[config.mk]
export PLATFORM = sky130hd
export DESIGN_NAME = handheld_timer_and_lcd_timing
export DESIGN_NICKNAME = d
export VERILOG_FILES = /design/src/hw/rtl/hltl_pkg.sv /design/src/hw/rtl/hltl_acc_unit.sv /design/src/hw/rtl/hltl_lcd_step.sv /design/src/hw/rtl/handheld_timer_and_lcd_timing.sv
export SDC_FILE = /design/constraint.sdc
export NUM_CORES = 1
export LEC_CHECK = 0
export BUFFER_PORTS_ARGS = -buffer_cell sky130_fd_sc_hd__clkbuf_2
export CAP_MARGIN = 20
export CORE_AREA = 5 5 129 131
export CTS_CLUSTER_DIAMETER = 150
export DETAILED_ROUTE_END_ITERATION = 6
export DIE_AREA = 0 0 134 136
export REMOVE_ABC_BUFFERS = 1
export SETUP_SLACK_MARGIN = 0.05
export SLEW_MARGIN = 10
export SYNTH_ARGS = -nofsm -noshare
export SYNTH_HDL_FRONTEND = slang
export SYNTH_SLANG_ARGS = --single-unit
[constraint.sdc]
create_clock -name clk_i -period 5.3 [get_ports clk_i]
set_clock_uncertainty 0.05 [all_clocks]
set_input_delay 1.06 -clock clk_i [delete_from_list [all_inputs] [get_ports clk_i]]
set_output_delay 1.06 -clock clk_i [all_outputs]
set_load 0.02 [all_outputs]
[src/hw/rtl/hltl_pkg.sv]
// Package for the handheld timer and display timing block.
// Holds the shared types, timing constants and register index codes.
// No dependencies.
`default_nettype none

package hltl_pkg;

  // Width of the shared add and reduce datapath. It holds the timer
  // accumulator plus one step.
  localparam int unsigned AccWidth = 9;

  localparam logic [3:0]          MaxStepCycles = 4'd15;
  localparam logic [AccWidth-1:0] DivPeriod     = 9'd64;
  localparam logic [AccWidth-1:0] LinePeriod    = 9'd114;
  localparam logic [AccWidth-1:0] OamStart      = 9'd51;
  localparam logic [AccWidth-1:0] XferStart     = 9'd71;
  localparam logic [7:0]          VblankLine    = 8'd144;
  localparam logic [7:0]          LastLine      = 8'd153;

  typedef enum logic [1:0] {
    MODE_HBLANK = 2'd0,
    MODE_VBLANK = 2'd1,
    MODE_OAM    = 2'd2,
    MODE_XFER   = 2'd3
  } lcd_mode_e;

  typedef enum logic [2:0] {
    CFG_TIMER_ENABLE   = 3'd0,
    CFG_CLOCK_SELECT   = 3'd1,
    CFG_RELOAD_VALUE   = 3'd2,
    CFG_LINE_COMPARE   = 3'd3,
    CFG_STAT_IRQ_EN    = 3'd4,
    CFG_DISPLAY_ENABLE = 3'd5,
    CFG_HDMA_ENABLE    = 3'd6,
    CFG_UNUSED         = 3'd7
  } cfg_idx_e;

  typedef enum logic [2:0] {
    ST_IDLE      = 3'd0,
    ST_DIV       = 3'd1,
    ST_LCD       = 3'd2,
    ST_TMR_FIRST = 3'd3,
    ST_TMR_LOOP  = 3'd4,
    ST_FINISH    = 3'd5
  } seq_state_e;

  // Scanline timing state.
  typedef struct packed {
    logic [6:0] line_cycles;
    logic       line_drawn;
    logic [7:0] line;
    lcd_mode_e  mode;
    logic       coincidence;
  } lcd_state_t;

  // Event flags produced by one display step.
  typedef struct packed {
    logic       vblank_irq;
    logic       stat_irq;
    logic       draw_request;
    logic [7:0] draw_row;
    logic       hdma_request;
  } lcd_flags_t;

  // Display settings seen by the scanline step.
  typedef struct packed {
    logic [7:0] line_compare;
    logic [3:0] stat_irq_enables;
    logic       hdma_enable;
  } lcd_cfg_t;

  // Result of the shared add and reduce unit.
  typedef struct packed {
    logic [AccWidth-1:0] sum;
    logic                ge;
    logic [AccWidth-1:0] rem;
  } acc_res_t;

  function automatic logic [AccWidth-1:0] tick_period(input logic [1:0] sel);
    logic [AccWidth-1:0] p;
    case (sel)
      2'd0:    p = 9'd256;
      2'd1:    p = 9'd4;
      2'd2:    p = 9'd16;
      default: p = 9'd64;
    endcase
    return p;
  endfunction

endpackage

`default_nettype wire

[src/hw/rtl/hltl_acc_unit.sv]
// Shared add, compare and subtract unit of the timer and display block.
// Depends on hltl_pkg.
`default_nettype none

module hltl_acc_unit (
  input  wire logic [hltl_pkg::AccWidth-1:0] base_i,
  input  wire logic [3:0]                    addend_i,
  input  wire logic [hltl_pkg::AccWidth-1:0] modulus_i,
  output hltl_pkg::acc_res_t                 res_o
);

  logic [hltl_pkg::AccWidth-1:0] sum;

  assign sum        = base_i + {{(hltl_pkg::AccWidth-4){1'b0}}, addend_i};
  assign res_o.sum  = sum;
  assign res_o.ge   = (sum >= modulus_i);
  assign res_o.rem  = sum - modulus_i;

endmodule

`default_nettype wire

[src/hw/rtl/hltl_lcd_step.sv]
// Next scanline state and event flags for one display step.
// Takes the shared unit's reduced line position. Depends on hltl_pkg.
`default_nettype none

module hltl_lcd_step (
  input  hltl_pkg::lcd_state_t cur_i,
  input  hltl_pkg::acc_res_t   acc_i,
  input  hltl_pkg::lcd_cfg_t   cfg_i,
  output hltl_pkg::lcd_state_t nxt_o,
  output hltl_pkg::lcd_flags_t flags_o
);

  logic [7:0] next_line;

  assign next_line = (cur_i.line >= hltl_pkg::LastLine) ? 8'd0 : cur_i.line + 8'd1;

  always_comb begin
    nxt_o   = cur_i;
    flags_o = '0;

    // The mode is sampled from the position before the line advance.
    if (cur_i.line >= hltl_pkg::VblankLine) begin
      nxt_o.mode = hltl_pkg::MODE_VBLANK;
    end else if (acc_i.sum < hltl_pkg::OamStart) begin
      nxt_o.mode       = hltl_pkg::MODE_HBLANK;
      nxt_o.line_drawn = 1'b0;
    end else if (acc_i.sum < hltl_pkg::XferStart) begin
      nxt_o.mode = hltl_pkg::MODE_OAM;
    end else begin
      nxt_o.mode = hltl_pkg::MODE_XFER;
      if (!cur_i.line_drawn) begin
        flags_o.draw_request = 1'b1;
        flags_o.draw_row     = cur_i.line;
        nxt_o.line_drawn     = 1'b1;
      end
    end

    if (acc_i.ge) begin
      nxt_o.line_cycles    = acc_i.rem[6:0];
      nxt_o.line           = next_line;
      flags_o.hdma_request = cfg_i.hdma_enable;
      if (next_line == hltl_pkg::VblankLine) begin
        nxt_o.mode         = hltl_pkg::MODE_VBLANK;
        flags_o.vblank_irq = 1'b1;
      end
      nxt_o.coincidence = (next_line == cfg_i.line_compare);
      if ((next_line == cfg_i.line_compare) && cfg_i.stat_irq_enables[3]) begin
        flags_o.stat_irq = 1'b1;
      end
    end else begin
      nxt_o.line_cycles = acc_i.sum[6:0];
    end

    if ((cfg_i.stat_irq_enables[2] && (nxt_o.mode == hltl_pkg::MODE_OAM)) ||
        (cfg_i.stat_irq_enables[1] && (nxt_o.mode == hltl_pkg::MODE_VBLANK)) ||
        (cfg_i.stat_irq_enables[0] && acc_i.ge)) begin
      flags_o.stat_irq = 1'b1;
    end
  end

endmodule

`default_nettype wire

[src/hw/rtl/handheld_timer_and_lcd_timing.sv]
// Handheld timer and display timing block, top level.
// A word is accepted only while the sequencer is idle, so the next word waits
// until the last one has been handed to the result register. With the timer
// on, the counter loop makes a further pass through the shared add unit for
// each counter tick, and a stalled result holds off the next word. Reset is
// asynchronous and active low; it clears all but the output data registers.
`default_nettype none

module handheld_timer_and_lcd_timing (
  input  wire logic       clk_i,
  input  wire logic       rst_ni,
  // Configuration write port.
  input  wire logic       cfg_we_i,
  input  wire logic [2:0] cfg_idx_i,
  input  wire logic [7:0] cfg_wdata_i,
  // Input channel.
  input  wire logic       in_valid_i,
  output logic            in_stall_o,
  input  wire logic [3:0] elapsed_cycles_i,
  // Output channel.
  output logic            out_valid_o,
  input  wire logic       out_stall_i,
  output logic [7:0]      divider_value_o,
  output logic [7:0]      counter_value_o,
  output logic [7:0]      current_line_o,
  output logic [1:0]      lcd_mode_o,
  output logic            coincidence_o,
  output logic            vblank_irq_o,
  output logic            stat_irq_o,
  output logic            timer_irq_o,
  output logic            draw_request_o,
  output logic [7:0]      draw_line_number_o,
  output logic            hdma_request_o
);

  // The sequencer walks each word through the divider, the display timing
  // and, with the timer on, the programmable counter, using one shared add,
  // compare and subtract unit for all three. The counter gets one tick per
  // cycle, so a period change leaving a large accumulator costs more passes.

  // Configuration registers.
  logic       timer_enable_q;
  logic [1:0] clock_select_q;
  logic [7:0] reload_value_q;
  hltl_pkg::lcd_cfg_t lcd_cfg_q;
  logic       display_enable_q;

  // Timing state.
  logic [5:0]              div_accum_q;
  logic [7:0]              div_reg_q;
  hltl_pkg::lcd_state_t    lcd_q;
  logic [hltl_pkg::AccWidth-1:0] timer_accum_q;
  logic [7:0]              counter_q;

  // Per-word working registers.
  hltl_pkg::seq_state_e    state_q, state_d;
  logic [3:0]              el_q;
  hltl_pkg::lcd_flags_t    flags_q;
  logic                    timer_irq_q;

  // Result register.
  logic out_valid_q;

  // Shared unit operands.
  logic [hltl_pkg::AccWidth-1:0] unit_base, unit_mod;
  logic [3:0]                    unit_addend;
  hltl_pkg::acc_res_t            unit_res;

  hltl_pkg::lcd_state_t lcd_nxt;
  hltl_pkg::lcd_flags_t lcd_flags;

  logic accept_in, load_out;

  assign in_stall_o  = (state_q != hltl_pkg::ST_IDLE);
  assign accept_in   = in_valid_i && !in_stall_o;
  assign out_valid_o = out_valid_q;

  // Configuration writes; index seven is ignored.
  always_ff @(posedge clk_i or negedge rst_ni) begin
    if (!rst_ni) begin
      timer_enable_q   <= 1'b0;
      clock_select_q   <= 2'd0;
      reload_value_q   <= 8'd0;
      lcd_cfg_q        <= '0;
      display_enable_q <= 1'b0;
    end else if (cfg_we_i) begin
      case (cfg_idx_i)
        hltl_pkg::CFG_TIMER_ENABLE:   timer_enable_q             <= cfg_wdata_i[0];
        hltl_pkg::CFG_CLOCK_SELECT:   clock_select_q             <= cfg_wdata_i[1:0];
        hltl_pkg::CFG_RELOAD_VALUE:   reload_value_q             <= cfg_wdata_i;
        hltl_pkg::CFG_LINE_COMPARE:   lcd_cfg_q.line_compare     <= cfg_wdata_i;
        hltl_pkg::CFG_STAT_IRQ_EN:    lcd_cfg_q.stat_irq_enables <= cfg_wdata_i[3:0];
        hltl_pkg::CFG_DISPLAY_ENABLE: display_enable_q           <= cfg_wdata_i[0];
        hltl_pkg::CFG_HDMA_ENABLE:    lcd_cfg_q.hdma_enable      <= cfg_wdata_i[0];
        default: ;
      endcase
    end
  end

  // Operand selection for the shared unit. The counter loop adds the step
  // only on its first pass and then keeps reducing by the period.
  always_comb begin
    unit_base   = '0;
    unit_addend = 4'd0;
    unit_mod    = '0;
    case (state_q)
      hltl_pkg::ST_DIV: begin
        unit_base   = {{(hltl_pkg::AccWidth-6){1'b0}}, div_accum_q};
        unit_addend = el_q;
        unit_mod    = hltl_pkg::DivPeriod;
      end
      hltl_pkg::ST_LCD: begin
        unit_base   = {{(hltl_pkg::AccWidth-7){1'b0}}, lcd_q.line_cycles};
        unit_addend = el_q;
        unit_mod    = hltl_pkg::LinePeriod;
      end
      hltl_pkg::ST_TMR_FIRST: begin
        unit_base   = timer_accum_q;
        unit_addend = el_q;
        unit_mod    = hltl_pkg::tick_period(clock_select_q);
      end
      hltl_pkg::ST_TMR_LOOP: begin
        unit_base   = timer_accum_q;
        unit_mod    = hltl_pkg::tick_period(clock_select_q);
      end
      default: ;
    endcase
  end

  hltl_acc_unit u_acc (
    .base_i    (unit_base),
    .addend_i  (unit_addend),
    .modulus_i (unit_mod),
    .res_o     (unit_res)
  );

  hltl_lcd_step u_lcd (
    .cur_i   (lcd_q),
    .acc_i   (unit_res),
    .cfg_i   (lcd_cfg_q),
    .nxt_o   (lcd_nxt),
    .flags_o (lcd_flags)
  );

  // Sequencer next state.
  always_comb begin
    state_d  = state_q;
    load_out = 1'b0;
    case (state_q)
      hltl_pkg::ST_IDLE: begin
        if (accept_in) begin
          state_d = hltl_pkg::ST_DIV;
        end
      end
      hltl_pkg::ST_DIV: begin
        state_d = hltl_pkg::ST_LCD;
      end
      hltl_pkg::ST_LCD: begin
        state_d = timer_enable_q ? hltl_pkg::ST_TMR_FIRST : hltl_pkg::ST_FINISH;
      end
      hltl_pkg::ST_TMR_FIRST, hltl_pkg::ST_TMR_LOOP: begin
        state_d = unit_res.ge ? hltl_pkg::ST_TMR_LOOP : hltl_pkg::ST_FINISH;
      end
      hltl_pkg::ST_FINISH: begin
        // Hand over once the result register is free or being emptied.
        if (!out_valid_q || !out_stall_i) begin
          load_out = 1'b1;
          state_d  = hltl_pkg::ST_IDLE;
        end
      end
      default: begin
        state_d = hltl_pkg::ST_IDLE;
      end
    endcase
  end

  always_ff @(posedge clk_i or negedge rst_ni) begin
    if (!rst_ni) begin
      state_q <= hltl_pkg::ST_IDLE;
    end else begin
      state_q <= state_d;
    end
  end

  // Timing state and per-word flags.
  always_ff @(posedge clk_i or negedge rst_ni) begin
    if (!rst_ni) begin
      el_q          <= 4'd0;
      div_accum_q   <= 6'd0;
      div_reg_q     <= 8'd0;
      lcd_q         <= '0;
      timer_accum_q <= '0;
      counter_q     <= 8'd0;
      flags_q       <= '0;
      timer_irq_q   <= 1'b0;
    end else begin
      case (state_q)
        hltl_pkg::ST_IDLE: begin
          if (accept_in) begin
            el_q        <= (elapsed_cycles_i > hltl_pkg::MaxStepCycles) ?
                           hltl_pkg::MaxStepCycles : elapsed_cycles_i;
            flags_q     <= '0;
            timer_irq_q <= 1'b0;
          end
        end
        hltl_pkg::ST_DIV: begin
          // A step is clamped to MaxStepCycles, so it wraps the divider at most once.
          if (unit_res.ge) begin
            div_accum_q <= unit_res.rem[5:0];
            div_reg_q   <= div_reg_q + 8'd1;
          end else begin
            div_accum_q <= unit_res.sum[5:0];
          end
        end
        hltl_pkg::ST_LCD: begin
          if (display_enable_q) begin
            lcd_q   <= lcd_nxt;
            flags_q <= lcd_flags;
          end
        end
        hltl_pkg::ST_TMR_FIRST, hltl_pkg::ST_TMR_LOOP: begin
          if (unit_res.ge) begin
            timer_accum_q <= unit_res.rem;
            if (counter_q == 8'hFF) begin
              counter_q   <= reload_value_q;
              timer_irq_q <= 1'b1;
            end else begin
              counter_q <= counter_q + 8'd1;
            end
          end else begin
            timer_accum_q <= unit_res.sum;
          end
        end
        default: ;
      endcase
    end
  end

  // Result register.
  always_ff @(posedge clk_i or negedge rst_ni) begin
    if (!rst_ni) begin
      out_valid_q <= 1'b0;
    end else if (load_out) begin
      out_valid_q <= 1'b1;
    end else if (!out_stall_i) begin
      out_valid_q <= 1'b0;
    end
  end

  always_ff @(posedge clk_i) begin
    if (load_out) begin
      divider_value_o    <= div_reg_q;
      counter_value_o    <= counter_q;
      current_line_o     <= lcd_q.line;
      lcd_mode_o         <= lcd_q.mode;
      coincidence_o      <= lcd_q.coincidence;
      vblank_irq_o       <= flags_q.vblank_irq;
      stat_irq_o         <= flags_q.stat_irq;
      timer_irq_o        <= timer_irq_q;
      draw_request_o     <= flags_q.draw_request;
      draw_line_number_o <= flags_q.draw_row;
      hdma_request_o     <= flags_q.hdma_request;
    end
  end

endmodule

`default_nettype wire

# ---- After elaboration in Yosys (flattened, before gate mapping)
# Index checks and enable logic that the tools add are counted.
dict set report word_totals {
  ff_bits 136
}
dict set report op_classes {
  addsub 5
  order_cmp 6
  n_eq_ne 25
  mux 42
  n_bitwise 1
  reduce_logical 35
}
# op count
set ops {}
lappend ops {{$pmux W9 S3} 3}
lappend ops {{$mux W9} 5}
lappend ops {{$add A8 B1 Y8 const B} 3}
lappend ops {{$mux W12} 2}
lappend ops {{$pmux W12 S2} 1}
lappend ops {{$reduce_and A2 Y1} 12}
lappend ops {{$eq A8 B8 Y1 const B} 2}
lappend ops {{$ge A8 B8 Y1 const B} 2}
lappend ops {{$mux W8} 2}
lappend ops {{$eq A3 B3 Y1 const B} 5}
lappend ops {{$mux W1} 15}
lappend ops {{$pmux W3 S5} 1}
lappend ops {{$eq A3 B2 Y1 const B} 4}
lappend ops {{$mux W3} 4}
lappend ops {{$add A9 B4 Y9} 1}
lappend ops {{$ge A9 B9 Y1} 1}
lappend ops {{$lt A9 B6 Y1 const B} 1}
lappend ops {{$lt A9 B7 Y1 const B} 1}
lappend ops {{$sub A9 B9 Y9} 1}
lappend ops {{$eq A8 B8 Y1} 1}
lappend ops {{$mux W2} 4}
lappend ops {{$mux W4} 2}
lappend ops {{$ne A2 B1 Y1 const B} 4}
lappend ops {{$reduce_and A4 Y1} 2}
lappend ops {{19 further kinds} 35}

# ---- Longest topological paths before layout
# Gate-level depths: netlist of the first run.
dict set report depth {
  ltp_word 17
  mapped_depth 21
  mapped_depth_nobuf 17
}

# ---- Cells and area by module
# From an unflattened synthesis of the first run, not the netlist that was laid out.
dict set report unflattened {
  hier_cells 645
  area_unflattened_um2 7098.1
}
# mod n_inst cells_each area_per_inst_um2
set modules_own_cells {}
lappend modules_own_cells {handheld_timer_and_lcd_timing 1 417 5510.3}
lappend modules_own_cells {hltl_lcd_step 1 133 909.6}
lappend modules_own_cells {hltl_acc_unit 1 95 678.2}

# ---- Worst setup path after synthesis of the first run
# OpenSTA, ideal clock, no wires.
dict set report synth_timing {
  kind {register to register}
  start {register state_q[1]}
  end {register lcd_q[0] (netlist name)}
  setup_ns 0.125
  t_arrival_ns 4.206
  required_time_ns 5.125
  setup_slack_ns 0.919
  path_stages_with_launch 20
  n_path_buf 3
  cell_sequence {dfrtp_1 > buf_6 > buf_4 > mux2_2 > a22oi_1 > o21ai_0 > ha_1 > fa_1 > a21o_1 > a21oi_1 > a211oi_1 > nand3_1 > xor2_1 > nor2_1 > ha_1 > nor4b_1 > or4b_1 > buf_4 > nand3_4 > mux2_2}
}
dict set report synth_via {
  elab_chain_len 6
}
# item line_no
set synth_rtl {}
lappend synth_rtl {{from (decl)} handheld_timer_and_lcd_timing.sv:56} ;# hltl_pkg::seq_state_e state_q, state_d;
lappend synth_rtl {{from (signal assigned)} handheld_timer_and_lcd_timing.sv:179} ;# state_q <= hltl_pkg::ST_IDLE;
lappend synth_rtl {{from (signal assigned)} handheld_timer_and_lcd_timing.sv:181} ;# state_q <= state_d;
lappend synth_rtl {{$eq A3 B2 Y1 (tied with other cells)} handheld_timer_and_lcd_timing.sv:106} ;# case (state_q)
lappend synth_rtl {{$reduce_or A2 Y1 (no source line) / $reduce_or A3 Y1 (equally long branches)} -}
lappend synth_rtl {{$pmux W9 S3 / $mux W4 (equally long branches)} handheld_timer_and_lcd_timing.sv:106}
lappend synth_rtl {{$add A9 B4 Y9} hltl_acc_unit.sv:14} ;# assign sum = base_i + {{(hltl_pkg::AccWidth-4){1'b0}}, addend_i};
lappend synth_rtl {{$ge A9 B9 Y1} hltl_acc_unit.sv:16} ;# assign res_o.ge = (sum >= modulus_i);
lappend synth_rtl {{$reduce_and A3 Y1 (no source line) (*)} -}
lappend synth_rtl {{to (signal assigned)} handheld_timer_and_lcd_timing.sv:217} ;# lcd_q <= lcd_nxt;
lappend synth_rtl {{to (decl)} handheld_timer_and_lcd_timing.sv:51} ;# hltl_pkg::lcd_state_t lcd_q;
# Mark *: on every way between the ends. The rest lies on a longest branch, timed or not.
# A chain may end at the register's enable or synchronous reset.

# ---- Worst setup path after layout of the first run
# Ends and elaborated chain as after synthesis.

==> results.toml, run 1 <==
[power]
clkPwrFrac_pct = 25.2
finalPower_mw = 4.91
p_per_area_nw_per_um2 = 620
irDropWorstVdd_v = 0.000280
p_int_mw = 2.95
comb_power_share_pct = 42.2
leakagePower_nw = 3.39
pwr-share-seq_pct = 32.6
p_sw_share_pct = 39.9
switchingPower_mw = 1.96

[synth]
synth.distinct_cells = 84
ys_seq_area_share_pct = 53.3
avgSynthCellArea_sq_um = 11.4
synth.area.top_cells = "dfrtp_1, edfxtp_1, mux2_2"
synthTopCellsByCount = "dfrtp_1, nand2_1, o21ai_0"
syn-cell-area_sq_um = 6770
synth_ff_type = "dfrtp_1"
synth_top_area_share_pct = 35.5
ys_async_sr_fraction_pct = 70.6
synth_edf_count = 40
yosysMostFrequentCell = "dfrtp_1"
yosysWarnings = 0
syn_inst = 596
synth_top_area_cell = "dfrtp_1"
synth-seq-cells = 136

[worst_hold_path]
min_to = "draw_line_number_o[2]"
hold_depth = 0
min_from = "flags_q[3]"
hold_class = "reg -> reg"

[final_layout]
syn2layout_area_growth_pct = 17.0
fin_cells = 872
layout.area.seq_sq_um = 3600
drive_gt1_share_pct = 24.0
fillers = 1388
num-nets-final = 703
diodes = 0
multiInputGateArea_sq_um = 3000

[floorplanning]
num_rows = 46
fp.dieW_microns = 134
initial_utilization_pct = 43.7
core_area_sq_um = 15500
dieArea_sq_um = 18200
io_pins = 62
die-height_microns = 136

[clock_tree]
clock_path_buffers = 2
path_clk_slew_ns = 0.06
clkLatencyLatePin_ns = 0.42
cts.sinks = 136
cts.root.buffer_cell = "clkbuf_16"
cts_tree = "built"
cts_setup_buffers = 0
cts-htree-levels = 4
cts_buffers = 17

[place]
routabilityCongestion = 0.927
io_buffers = 61
dp.cells = 839
place_hpwl_microns = 11600

[setup_path]
cp.required_ns = 5.55
worstSetupPathType = "reg -> reg"
reg2reg_depth = 16
start_kind = "flip-flop"
r2r-end = "lcd_q[0]"
cp_max_fo = 15
crit_path_end_kind = "flip-flop"
ff2ff_setup_slack_ns = 0.44
critical_path_arrival_ns = 5.11
reg2reg_from = "state_q[1]"

[sta]
rsz0062_at_grt = "no"
period_share_pct = 91.7
period_minus_slack_ns = 4.86
worstMarginPinSlew_ns = 1.07
hold_viol_final = 0
fmaxAchievable_ghz = 0.206
setup_viol = 0
max_slew_margin_pct = 28.6
finalSetupTns_ns = 0
drv_slew = 0

[grt]
track_usage_pct = 18.4
grt_max_degree = 67
grt_pass1_vias = 4938
antenna_found_initial = 0
gr-total-overflow = 0
grt_pass1_wl_microns = 26200

[drt]
drc_errors = 0
dr_total_vias = 4957
drt-initial-drc-count = 380
wl_per_cell_microns = 18.2
ant_nets = 0
dr.pass1.iters = 5
finalWirelength_microns = 15900
vias_per_cell = 5.68

[status]
status = "finished clean"

[job]
cap_viol_max_count = 0
## layer usage
layer | vias up | share of wire (%) | global-route usage [%]
li1 | 2354 | - | -
met1 | 2416 | 43 | 23.3
met2 | 151 | 49 | 29.8
met3 | 36 | 5.3 | 4.92
met4 | 0 | 2.7 | 7.71
met5 | - | 0 | 0
## cell type report
class                   count  share of cell area [%]
well taps                 192                    3.03
multi-input cells         423                    37.9
repair buffers             74                    5.09
clock buffers              20                    5.51
clock inverters            12                    2.24
inverters                  15                   0.711
flip-flops and latches    136                    45.5
## flip-flops by register name, indices dropped and copies added (netlist names), 2 cells and up
name and flops:
el_q 4, counter_value_o 8, lcd_q 19, timer_accum_q 9, state_q 3, clock_select_q 2, lcd_cfg_q 13, counter_q 8
flags_q 12, div_accum_q 6, reload_value_q 8, lcd_mode_o 2, draw_line_number_o 8, div_reg_q 8, divider_value_o 8, current_line_o 8
## cell families after synthesis
logic type,after synthesis,share of synthesized area (%)
buf+inv,37,2.63
compound gates,143,14.4
fa+ha+maj,16,3.18
flops,136,53.3
xor+xnor,25,3.35
mux,42,6.95
simple gates,197,16.2
## layout by cell type (no fill, tap or decap), types with 6 or more instances in the layout
cell and n:
mux2_2 36, nand2_1 60, a21oi_1 16, clkbuf_16 17, nand3_1 18, buf_4 13
a31oi_1 7, xnor2_1 12, a22oi_1 6, a22o_1 9, o21ai_1 8, xor2_1 12
nand2b_1 7, edfxtp_1 40, nor2b_1 6, dfrtp_1 95, o21ai_0 42, ha_1 14
clkbuf_2 60, inv_1 15, a21o_1 7, nor2_1 34, nor3_1 12
## power groups by stage
stage	combinational (mW)	sequential, mW	clock, mW
detailed placement	2.05	1.62	0
CTS	2.06	1.60	1.26
global route	2.27	1.64	1.31
floorplan	1.36	1.61	0
global placement	2.00	1.61	0
finish	2.07	1.60	1.24
## stage by stage
stage          hold slack [ns]  area (sq um)  utilization, %  setup WS (ns)
2_1_floorplan            0.369          6650               -          0.708
3_3_place_gp             0.387          7290            47.1          0.353
4_1_cts                  0.401          7910            51.1          0.198
3_5_place_dp             0.386          7290            47.1          0.230
5_1_grt                  0.402          7920            51.1          0.121
6_report                 0.395          7920            51.1          0.442
## worst max-delay path: stages, from the launching register on
cell,delay [ns]
dfrtp_2,0.50
mux2_2,0.36
a22oi_1,0.14
o21ai_0,0.10
ha_1,0.25
fa_1,0.42
a21o_1,0.17
a21oi_1,0.24
a211oi_1,0.12
nand3_1,0.12
xor2_1,0.19
nor2_1,0.10
ha_1,0.32
nor4b_1,0.45
or4b_4,0.62
nand3_4,0.22
mux2_2,0.35
## worst max-delay path by stage
stage / from / end / slack, ns / depth (start not counted)
detailed placement: state_q[1] / lcd_q[0] / 0.23 / 16
global placement: state_q[1] / lcd_q[10] / 0.35 / 16
global route: state_q[0] / flags_q[10] / 0.12 / 17
floorplan: state_q[1] / lcd_q[3] / 0.71 / 17
finish: state_q[1] / lcd_q[0] / 0.44 / 16
CTS: state_q[1] / lcd_q[0] / 0.20 / 16
## timing repair
| action | 4_1_cts | 5_1_grt |
|---|---|---|
| hold endpoints to repair | 0 | 0 |
| hold buffers | 0 | 0 |
| gates resized for setup | 0 | 2 |
| endpoints found under the setup margin | 0 | 27 |
Power figures use the tool's default switching activity.
==> run 2, diff against run 1 <==
--- a/config.mk
+++ b/config.mk
@@ -7,10 +7,10 @@
 export LEC_CHECK = 0
 export BUFFER_PORTS_ARGS = -buffer_cell sky130_fd_sc_hd__clkbuf_2
 export CAP_MARGIN = 20
-export CORE_AREA = 5 5 129 131
+export CORE_AREA = 2 2 126 128
 export CTS_CLUSTER_DIAMETER = 150
 export DETAILED_ROUTE_END_ITERATION = 6
-export DIE_AREA = 0 0 134 136
+export DIE_AREA = 0 0 128 130
 export REMOVE_ABC_BUFFERS = 1
 export SETUP_SLACK_MARGIN = 0.05
 export SLEW_MARGIN = 10
==> run 2 against run 1 <==
  * Setup slack got worse by 0.029 ns
  * Power decreased by 1.9%
  * First-iteration DRC count down 23%
  * Via count shrank 0.48%
  * Hold slack better by 0.0038 ns
  * Sequential power hardly changed
  * Clock power shrank 9%
  * Flip-flop and latch count is the same
  * Register-to-register slack lost 0.03 ns
  * Core utilization down 0.12 points
  * Fmax shrank 0.60%
==> results.toml, run 2 (synthesized netlist as in run 1, its figures left out) <==
[status]
status = "finished clean"

[setup_path]
ff2ff_setup_slack_ns = 0.41
cp_max_fo = 15
cp.required_ns = 5.55
endpoint = "lcd_q[10]"
start_kind = "flip-flop"
worstSetupPathType = "reg -> reg"
crit_start = "state_q[0]"
critical_path_arrival_ns = 5.14
crit_path_end_kind = "flip-flop"
reg2reg_from = "state_q[0]"
reg2reg_depth = 16
r2r-end = "lcd_q[10]"

[clock_tree]
cts-htree-levels = 4
holdBufCountCts = 0
cts.root.buffer_cell = "clkbuf_16"
path_clk_slew_ns = 0.06
cts_tree = "built"
ctsResizeCount = 0
cts_setup_buffers = 0
cts.sinks = 136
cts_buffers = 17
clock_path_buffers = 2
clkLatencyLatePin_ns = 0.41

[sta]
worstMarginPinSlew_ns = 0.979
hold_viol_final = 0
finalSetupTns_ns = 0
setup_viol = 0
max_slew_margin_pct = 34.5
period_minus_slack_ns = 4.89
period_share_pct = 92.2
drv_slew = 0
fmaxAchievable_ghz = 0.205
rsz0062_at_grt = "no"

[final_layout]
fin_area_sq_um = 7870
drive_gt1_share_pct = 23.9
final_cell_mix = "dfrtp_1, nand2_1, clkbuf_2"
largest_reg_flops = 19
reg_top3 = "lcd_q x19, lcd_cfg_q x13, flags_q x12"
syn2layout_area_growth_pct = 16.3
fin_util_pct = 51.0
num-nets-final = 703
diodes = 0
layout_commonest_cell = "dfrtp_1"
largest_register = "lcd_q"

[floorplanning]
initial_utilization_pct = 43.9
fp.dieW_microns = 128
die-height_microns = 130
num_rows = 46
core_area_sq_um = 15400
io_pins = 62
dieArea_sq_um = 16600

[worst_hold_path]
hold_class = "reg -> reg"

[drt]
finalWirelength_microns = 15900
drt-initial-drc-count = 293
wl_per_cell_microns = 18.3
ant_nets = 0
dr.pass1.iters = 4
dr_total_vias = 4933
drc_errors = 0
vias_per_cell = 5.66

[place]
dpl_cell_area_sq_um = 7300
routabilityCongestion = 0.901
io_buffers = 61
place_hpwl_microns = 11600

[power]
switchingPower_mw = 1.97
clkPwrFrac_pct = 23.4
p_per_area_nw_per_um2 = 612
comb_power_share_pct = 43.7
p_int_mw = 2.85
leakagePower_nw = 3.36
pwr-share-seq_pct = 32.9
p_sw_share_pct = 40.9
irDropWorstVdd_v = 0.000314

[grt]
grt_pass1_vias = 4902
grt_pass1_wl_microns = 25500
track_usage_pct = 20.1
grt_max_degree = 61
antenna_found_initial = 0
gr-total-overflow = 0

[job]
cap_viol_max_count = 0
run 2: metal layers:
layer	track usage (%)	up-vias	wire, microns
met4	8.02	0	337
met5	0	-	0
li1	-	2371	-
met2	35.8	106	8120
met3	3.61	22	504
met1	24.3	2434	6970
run 2: how the worst min path moves through the flow:
stage,end,cells past startpoint,startpoint
after global routing,draw_request_o,0,flags_q[9]
after detailed placement,coincidence_o,0,lcd_q[0]
final,coincidence_o,0,lcd_q[0]
after CTS,draw_line_number_o[6],0,flags_q[7]
after floorplan,coincidence_o,0,lcd_q[0]
after global placement,draw_request_o,0,flags_q[9]
run 2: critical path, cell delays in order (launching register included):
cell and delay, ns:
dfrtp_1 0.54, nor2_1 0.13, nor2_1 0.35, and2_1 0.22, ha_1 0.21, fa_1 0.23, a21o_1 0.13, a21oi_1 0.08
a211oi_1 0.35, nand3_1 0.18, xor2_1 0.21, nor2_1 0.10, ha_1 0.28, nor4b_1 0.38, or4b_1 0.70, nand3_4 0.27
mux2_2 0.36
run 2: cell type report:
type / instances / area, sq um
clock buffer: 19 / 433
clock inverter: 12 / 129
fill: 1411 / 7550
inverter: 15 / 56.3
multi-input combinational: 423 / 3000
sequential: 136 / 3600
tap: 192 / 240
timing repair buffer: 74 / 405
run 2: power by group through the flow:
stage                     Sequential [mW]  Combinational, mW  Clock, mW
final                                1.59               2.11       1.13
after global routing                 1.62               2.31       1.20
after CTS                            1.59               2.09       1.15
after detailed placement             1.60               2.09          0
after global placement               1.59               2.05          0
after floorplan                      1.61               1.36          0
run 2: per-stage QoR:
step | setup slack (ns) | cells | total power [mW] | hold slack [ns]
finish | 0.413 | 871 | 4.82 | 0.399
global route | 0.105 | 871 | 5.13 | 0.406
CTS | 0.201 | 871 | 4.83 | 0.398
detailed placement | 0.239 | 840 | 3.69 | 0.382
global placement | 0.443 | 840 | 3.64 | 0.386
floorplan | 0.708 | 574 | 2.98 | 0.369
